**config.mk**
```make
export PLATFORM = sky130hd
export DESIGN_NAME = nls_ctrl
export DESIGN_NICKNAME = d
export VERILOG_FILES = /design/src/nls_pkg.sv /design/src/nls_ctrl.sv
export SDC_FILE = /design/constraint.sdc
export NUM_CORES = 1
export LEC_CHECK = 0
export ABC_AREA = 1
export BUFFER_PORTS_ARGS = -buffer_cell sky130_fd_sc_hd__buf_4
export CORE_UTILIZATION = 50
export DETAILED_ROUTE_END_ITERATION = 7
export PLACE_DENSITY = 0.81
export SETUP_SLACK_MARGIN = 0.3
export SYNTH_ARGS = -nofsm -noshare
export SYNTH_HDL_FRONTEND = slang
export SYNTH_SLANG_ARGS = --single-unit
```
**constraint.sdc**
```tcl
create_clock -name clk -period 1.5 [get_ports clk]
set_input_delay 0.3 -clock clk [delete_from_list [all_inputs] [get_ports clk]]
set_output_delay 0.3 -clock clk [all_outputs]
set_load 0.005 [all_outputs]
```
**src/nls_pkg.sv**
```systemverilog
// ---------------------------------------------------------------------------
// nls_pkg - shared definitions for the natural log series unit
// Types, constants and reciprocal table used by the controller and the
// datapath of the atanh-series logarithm.
// ---------------------------------------------------------------------------
package nls_pkg;

  // Default configuration of the series and of the operand format.
  localparam int SERIES_LAST_ODD_DEF = 19;
  localparam int INPUT_FRAC_BITS_DEF = 16;

  // Magnitude of y = (m-1)/(m+1) in Q30 stays below 0.1716, so 28 bits.
  localparam int Y_W = 28;
  // Quotient bits produced by the restoring divider, one per cycle.
  localparam int DIV_STEPS = Y_W;
  // Normalising search: shifts of 16, 8, 4, 2 and 1.
  localparam int NORM_STEPS = 5;
  localparam int CNT_W = 5;
  // Term index k selects n = 2k+1, for n up to 31.
  localparam int IDX_W = 4;

  // Twice the Q30 square root of two, compared with a mantissa whose top
  // bit is bit 31.
  localparam logic [31:0] SQRT2X2 = 32'd3037000500;
  localparam logic signed [31:0] LN2_Q24 = 32'sd11629080;
  localparam logic [31:0] MOST_NEG_Q24 = 32'h8000_0000;

  // Reciprocals ceil(2^33 / n) for odd n; the entry for n = 1 is bypassed.
  localparam int RECIP_SHIFT = 33;
  localparam logic [31:0] RECIP [16] = '{
    32'd0,          32'd2863311531, 32'd1717986919, 32'd1227133514,
    32'd954437177,  32'd780903145,  32'd660764200,  32'd572662307,
    32'd505290271,  32'd452101821,  32'd409044505,  32'd373475418,
    32'd343597384,  32'd318145726,  32'd296204642,  32'd277094665
  };

  // Controller states.
  typedef enum logic [2:0] {
    ST_IDLE,
    ST_NORM,
    ST_PREP,
    ST_DIV,
    ST_SQUARE,
    ST_RECIP,
    ST_TERM,
    ST_FINISH
  } state_t;

  // Commands from the controller to the datapath.
  typedef struct packed {
    logic             load;
    logic             norm;
    logic             prep;
    logic             div;
    logic             square;
    logic             recip;
    logic             term;
    logic             finish;
    logic [CNT_W-1:0] cnt;
    logic [IDX_W-1:0] idx;
  } cmd_t;

  // Status from the datapath to the controller.
  typedef struct packed {
    logic zero;
  } status_t;

endpackage

```
**src/nls_ctrl.sv**
```systemverilog
// ---------------------------------------------------------------------------
// nls_ctrl - sequencer of the natural log series unit
// Steps one item through normalisation, division, squaring and the series
// terms, and issues the commands that drive the datapath.
// ---------------------------------------------------------------------------
module nls_ctrl
  import nls_pkg::*;
#(
  parameter int SERIES_LAST_ODD = SERIES_LAST_ODD_DEF
) (
  input  logic    clk,
  input  logic    rst,
  input  logic    start,
  input  status_t st,
  output logic    busy,
  output cmd_t    cmd
);

  localparam logic [IDX_W-1:0] LAST_IDX = IDX_W'((SERIES_LAST_ODD - 1) / 2);

  state_t           state, state_next;
  logic [CNT_W-1:0] cnt, cnt_next;
  logic [IDX_W-1:0] idx, idx_next;

  // State and counter registers.
  always_ff @(posedge clk) begin
    if (rst) begin
      state <= ST_IDLE;
      cnt   <= '0;
      idx   <= '0;
    end else begin
      state <= state_next;
      cnt   <= cnt_next;
      idx   <= idx_next;
    end
  end

  // Next state and commands.
  always_comb begin
    state_next = state;
    cnt_next   = cnt;
    idx_next   = idx;
    cmd        = '0;
    cmd.cnt    = cnt;
    cmd.idx    = idx;
    busy       = (state != ST_IDLE);
    case (state)
      ST_IDLE: begin
        if (start) begin
          cmd.load   = 1'b1;
          cnt_next   = CNT_W'(NORM_STEPS - 1);
          state_next = ST_NORM;
        end
      end
      ST_NORM: begin
        if (st.zero) begin
          state_next = ST_FINISH;
        end else begin
          cmd.norm = 1'b1;
          if (cnt == '0) begin
            state_next = ST_PREP;
          end else begin
            cnt_next = cnt - 1'b1;
          end
        end
      end
      ST_PREP: begin
        cmd.prep   = 1'b1;
        cnt_next   = CNT_W'(DIV_STEPS - 1);
        state_next = ST_DIV;
      end
      ST_DIV: begin
        cmd.div = 1'b1;
        if (cnt == '0) begin
          state_next = ST_SQUARE;
        end else begin
          cnt_next = cnt - 1'b1;
        end
      end
      ST_SQUARE: begin
        cmd.square = 1'b1;
        idx_next   = '0;
        state_next = ST_RECIP;
      end
      ST_RECIP: begin
        cmd.recip  = 1'b1;
        state_next = ST_TERM;
      end
      ST_TERM: begin
        cmd.term = 1'b1;
        if (idx == LAST_IDX) begin
          state_next = ST_FINISH;
        end else begin
          idx_next   = idx + 1'b1;
          state_next = ST_RECIP;
        end
      end
      ST_FINISH: begin
        cmd.finish = 1'b1;
        state_next = ST_IDLE;
      end
      default: begin
        state_next = ST_IDLE;
      end
    endcase
  end

endmodule

```
==> reports/metrics.csv, run 1 <==
stage,metric,value,unit
status,status,"finished, final reports clean",
layout,area_growth,58.9,%
route,drc_errors,0,
worst_setup_path,crit_start,state[0],
placement,place_congestion,0.871,
clock_network,cts_sinks,12,
clock_network,cts_hold_buffers,0,
worst_hold_path,hold_path_startpoint,rst,
route,ant_nets,0,
worst_setup_path,crit_fanout,4,
grt,grt_antenna_before_repair,0,
job,cap_violations,0,
floorplan,die_w,43.1,um
yosys,synth_seq_cells,12,
clock_network,cts_made_buffers,3,
timing,slew_headroom,64.4,%
worst_hold_path,hold_depth,2,
timing,clock_skew,0.00963,ns
timing,period_needed,1.47,ns
timing,fin_crit_sh,97.9,%
layout,num_antenna_cells,0,
yosys,synthesis.area,843,sq um
power,powerDensity,1970,nW/um^2
timing,finalSetupTns,0,ns
layout,fillerInstances,90,
clock_network,clk_latency,0.29,ns
yosys,synthCells,139,
grt,grt_pass1_wl,4260,um
layout,drive_gt1_share,52.8,%
worst_setup_path,timing.rr.end,cnt[0],
yosys,yosysSeqAreaShare,28.5,%
floorplan,initial_core_util,54.7,%
floorplan,die_y,43.1,um
power,vdd_drop_max,0.00136,V
worst_setup_path,arrival,1.17,ns
worst_hold_path,worstHoldPathType,in -> reg,
timing,grt_setup_unrepaired,true,
timing,hold_viol_final,0,
worst_setup_path,cp-end-kind,output port,
timing,whs,0.199,ns
floorplan,core-area,1540,sq um
layout,final_nets,187,
timing,fmax,0.681,GHz
worst_setup_path,critPathLaunchType,register,
route,wl,3250,um
worst_setup_path,worstPathRequired,1.20,ns
route,vias,1155,
worst_setup_path,worstRegToRegCells,7,
grt,grt_overflow,0,
yosys,synth_nets,147,
yosys,synth_cell_types,20,
grt,grt_max_degree,10,
worst_setup_path,r2r_start,state[0],
timing,tightest_slew,0.535,ns
power,power.leakage,0.677,nW
floorplan,dieArea,1860,sq um
clock_network,htree_levels,1,
route,vias_per_cell,5.95,
timing,setup_viol,0,
floorplan,rows,14,
route,wl_per_cell,16.7,um
yosys,synth_warnings,0,
placement,port-buffer-count,21,
floorplan,io_pins,22,
layout,design_area,1340,sq um
clock_network,clk_pin_slew,0.08,ns
yosys,avgSynthCellArea,6.07,sq um
clock_network,cts_tree,built,
worst_setup_path,reg2reg_slack,0.12,ns
worst_setup_path,critPathKind,reg -> out,
route,dr.pass1.iters,5,
worst_hold_path,whs_endpoint,state[0],
grt,grt_util_all_layers,30.8,%
clock_network,ctsRootBufferMaster,clkbuf_4,
placement,dp_hpwl,1590,um
route,drtIter0Drc,79,
placement,place_area,1030,sq um
timing,final-max-slew-violation-count,0,
grt,grt_pass1_vias,946,
clock_network,cts_buffer_depth,2,
-- layer usage --
| layer | part of all wire (%) | global-route usage, % | vias to the layer above | wire [um] |
|---|---|---|---|---|
| li1 | - | - | 518 | - |
| met1 | 37 | 36.4 | 526 | 1210 |
| met2 | 51 | 56.1 | 90 | 1650 |
| met3 | 7.5 | 2.55 | 21 | 244 |
| met4 | 4.4 | 13.3 | 0 | 142 |
| met5 | 0 | 0 | - | 0 |
-- where the power goes --
part	switching [mW]	leakage [nW]	total (mW)	internal (mW)
logic	0.995	0.553	1.76	0.761
registers	0.161	0.103	0.602	0.441
clock network	0.131	0.0210	0.279	0.148
total	1.29	0.677	2.64	1.35
-- through the flow --
step	util, %	worst slack (ns)	cells	total power, mW
floorplan	-	0.325	139	1.31
global placement	66.6	0.160	177	1.62
detailed placement	66.6	0.109	177	1.66
CTS	79.2	0.0989	189	2.24
global route	86.9	0.0181	194	2.79
finish	86.9	0.0322	194	2.64
-- synthesized netlist by cell type, drive strengths merged --
cell    number  share of area, %
dfxtp       12                28
nor3b        1              0.89
buf          1               1.3
ha           4               5.9
o211ai       1              0.89
nor3         2               1.2
nand2       41                20
nand3       14               8.9
nor2        26                13
nand4        2               1.5
inv         21               9.3
a21oi        9               5.8
o21ai        5               3.0
-- final cells by class --
cell class	instances	area, sq um	area share [%]
multi-input cells	105	642	47.9
repair buffers	36	293	21.8
well taps	16	20.0	1.49
clock buffers	4	36.3	2.71
flip-flops and latches	12	260	19.4
inverters	21	88.8	6.63
-- worst max-delay path: stages, from the launching register on --
cell     delay (ns)
dfxtp_4        0.38
nor2_4         0.18
nand2_2        0.12
inv_2          0.10
buf_6          0.10
-- sequential cells by signal (all words and copies together), names as in the netlist --
register / cells
state: 3
cnt: 5
idx: 4
-- worst max-delay path by stage --
stage                     endpoint  cells past startpoint
final                      cmd[12]                      4
after global routing       cmd[12]                      4
after CTS                  cmd[12]                      4
after detailed placement  state[1]                      7
after global placement     cmd[13]                      5
after floorplan             cnt[3]                     10
-- logic make-up (layout without fill, tap and decap cells) --
| kind of cell | count (synthesis) | in the layout | synth area share, % |
|---|---|---|---|
| fa+ha+maj | 4 | 4 | 5.93 |
| simple gates | 86 | 86 | 45.3 |
| flops | 12 | 12 | 28.5 |
| compound gates | 15 | 15 | 9.64 |
| buf+inv | 22 | 61 | 10.7 |
-- timing repair --
item / in CTS / in global routing
pin swaps: 8 / 8
setup buffers: 8 / 5
resized for setup: 35 / 27
setup endpoints to repair: 21 / 23
-- cells in the final DEF (no fill, tap or decap) --
cell type	synthesis	routed
nor3b_2	0	1
o21ai_1	0	2
ha_4	0	1
nor3_2	0	2
nand3_2	1	7
nand2_4	1	3
buf_6	1	6
ha_1	4	2
clkbuf_4	0	3
a21oi_1	8	5
buf_4	0	30
inv_4	0	2
dfxtp_2	0	4
dfxtp_4	0	4
dfxtp_1	12	4
ha_2	0	1
nand2_1	37	28
o211ai_1	1	1
nor2_4	1	3
clkbuf_8	0	1
nand2_2	3	10
o21ai_0	5	3
nand3_1	13	7
a21oi_2	1	4
inv_2	2	6
inv_6	0	1
nor2_2	1	5
inv_1	19	12
nor2_1	24	18
nand4_1	2	2
(Power assumes the default switching activity.)
==> run 2: changes to the inputs <==
- clock period: 1.5 -> 1.72 ns (I/O delays scaled with it)
==> run 2 against run 1 <==
Effect of this change: register-to-register slack better by 0.21 ns; critical endpoint is now cmd[13]; largest cell class unchanged; combinational power down 27%; highest routed layer unchanged; die area unchanged; clock power down 14%; critical path type unchanged.
==> reports/metrics.csv, run 2 (same netlist as run 1, synthesis figures left out) <==
stage,metric,value,unit
status,status,"finished, final reports clean",
placement,port-buffer-count,21,
floorplan,rows,14,
layout,regMostFlops,cnt,
power,clock_power_share,11.8,%
timing,fmax,0.656,GHz
worst_setup_path,r2r_start,state[0],
floorplan,dieArea,1860,sq um
timing,whs,0.238,ns
timing,finalSetupTns,0,ns
worst_setup_path,worstRegToRegCells,10,
route,ant_nets,0,
layout,layout_common_cells,"buf_4, nand2_1, nor2_1, inv_1, nand3_1",
timing,grt_setup_unrepaired,true,
layout,top_regs,"cnt x5, idx x4, state x3",
worst_setup_path,arrival,1.18,ns
worst_setup_path,cpMaxStageDelayCell,dfxtp_4,
timing,fin_crit_sh,88.6,%
layout,final_nets,187,
power,netSwitchingPower,0.956,mW
timing,final-max-slew-violation-count,0,
grt,grt_overflow,0,
timing,tightest_slew,0.350,ns
clock_network,htree_levels,1,
power,netSwitchingFraction,46.8,%
floorplan,initial_core_util,54.7,%
placement,pre_cts_ws,0.348,ns
worst_hold_path,hold_depth,2,
worst_hold_path,hold_path_startpoint,rst,
route,dr.pass1.iters,4,
clock_network,ctsRootBufferMaster,clkbuf_4,
worst_setup_path,critPathLaunchType,register,
power,p_int,1.09,mW
layout,area_growth,47.2,%
clock_network,cts_tree,built,
clock_network,clk_latency,0.28,ns
power,powerDensity,1650,nW/um^2
worst_setup_path,cp-end-kind,output port,
floorplan,core-area,1540,sq um
worst_setup_path,timing.rr.end,state[1],
timing,hold_viol_final,0,
floorplan,die_w,43.1,um
route,wl,2700,um
power,p_comb_share,62.7,%
power,vdd_drop_max,0.00122,V
worst_setup_path,cp_cell_sequence,inv_6 -> nor2_4 -> nand2_2 -> inv_1 -> buf_4,
layout,largest_reg_flops,5,
timing,period_needed,1.52,ns
timing,slew_headroom,76.7,%
placement,dp_hpwl,1550,um
floorplan,io_pins,22,
route,vias,1068,
route,vias_per_cell,5.51,
layout,layout.cells.non_filler,194,
layout,drive_gt1_share,39.3,%
grt,grt_util_all_layers,27.3,%
grt,grt_max_degree,10,
floorplan,die_y,43.1,um
timing,setup_viol,0,
power,power.leakage,0.666,nW
placement,place_inst,176,
worst_hold_path,whs_endpoint,state[0],
timing,clock_skew,0.00272,ns
grt,grt_pass1_vias,868,
route,wl_per_cell,13.9,um
grt,grt_antenna_before_repair,0,
power,power,2.04,mW
power,power_frac_seq,25.5,%
clock_network,cts_made_buffers,3,
worst_hold_path,worstHoldPathType,in -> reg,
clock_network,cts_buffer_depth,2,
layout,final_common_cell,buf_4,
worst_setup_path,critPathKind,reg -> out,
clock_network,clk_pin_slew,0.09,ns
clock_network,cts_sinks,12,
route,drtIter0Drc,40,
worst_setup_path,reg2reg_slack,0.33,ns
worst_setup_path,crit_fanout,6,
route,drc_errors,0,
grt,grt_pass1_wl,3750,um
timing,layout_setup_ws,0.196,ns
layout,num_antenna_cells,0,
job,cap_violations,0,
placement,place_congestion,0.877,
worst_setup_path,max_stage_delay,0.43,ns
worst_setup_path,worstPathRequired,1.38,ns
==> run 2: how the worst max path moves through the flow <==
stage	startpoint	end	slack, ns
floorplan	cnt[0]	cnt[3]	0.49
global placement	state[0]	cmd[13]	0.33
detailed placement	state[0]	cmd[13]	0.35
CTS	state[0]	cmd[16]	0.28
global route	state[0]	cmd[13]	0.20
finish	state[0]	cmd[13]	0.20
==> run 2: area by class of cell <==
type                    instances  area, sq um
multi-input cells             105          556
repair buffers                 36          282
flip-flops and latches         12          256
clock buffers                   4         36.3
fillers                       110          300
well taps                      16         20.0
inverters                      21         91.3
==> run 2: critical path: cells and delay by family, from the launching register on <==
kind                   cells  cell delay [ns]
DFF                        1             0.43
buffers and inverters      3             0.25
and+or+nand+nor            2             0.22
==> run 2: metal layers <==
metal / share of wire [%] / vias up / wire length [um] / GRT usage (%)
li1: - / 520 / - / -
met1: 40 / 481 / 1090 / 32.5
met2: 49 / 50 / 1320 / 48.8
met3: 5.8 / 17 / 157 / 2.55
met4: 5.1 / 0 / 137 / 12.7
met5: 0 / - / 0 / 0
==> run 2: repair_timing <==
item / 4_1_cts / 5_1_grt
setup endpoints to repair: 9 / 15
hold buffers: 0 / 0
endpoints found under the hold margin: 0 / 0
pin swaps: 3 / 3
resized for setup: 22 / 13
setup buffers: 7 / 7
==> run 2: stage by stage <==
step | utilization (%) | area, sq um
floorplan | - | 843
global placement | 66.0 | 1020
detailed placement | 66.0 | 1020
CTS | 75.2 | 1160
global route | 80.5 | 1240
finish | 80.5 | 1240
==> run 2: power by group through the flow <==
stage / Clock (mW) / Combinational [mW] / Sequential [mW]
floorplan: 0 / 0.686 / 0.447
global placement: 0 / 0.935 / 0.468
detailed placement: 0 / 0.965 / 0.470
CTS: 0.240 / 1.11 / 0.508
global route: 0.254 / 1.39 / 0.530
finish: 0.241 / 1.28 / 0.521
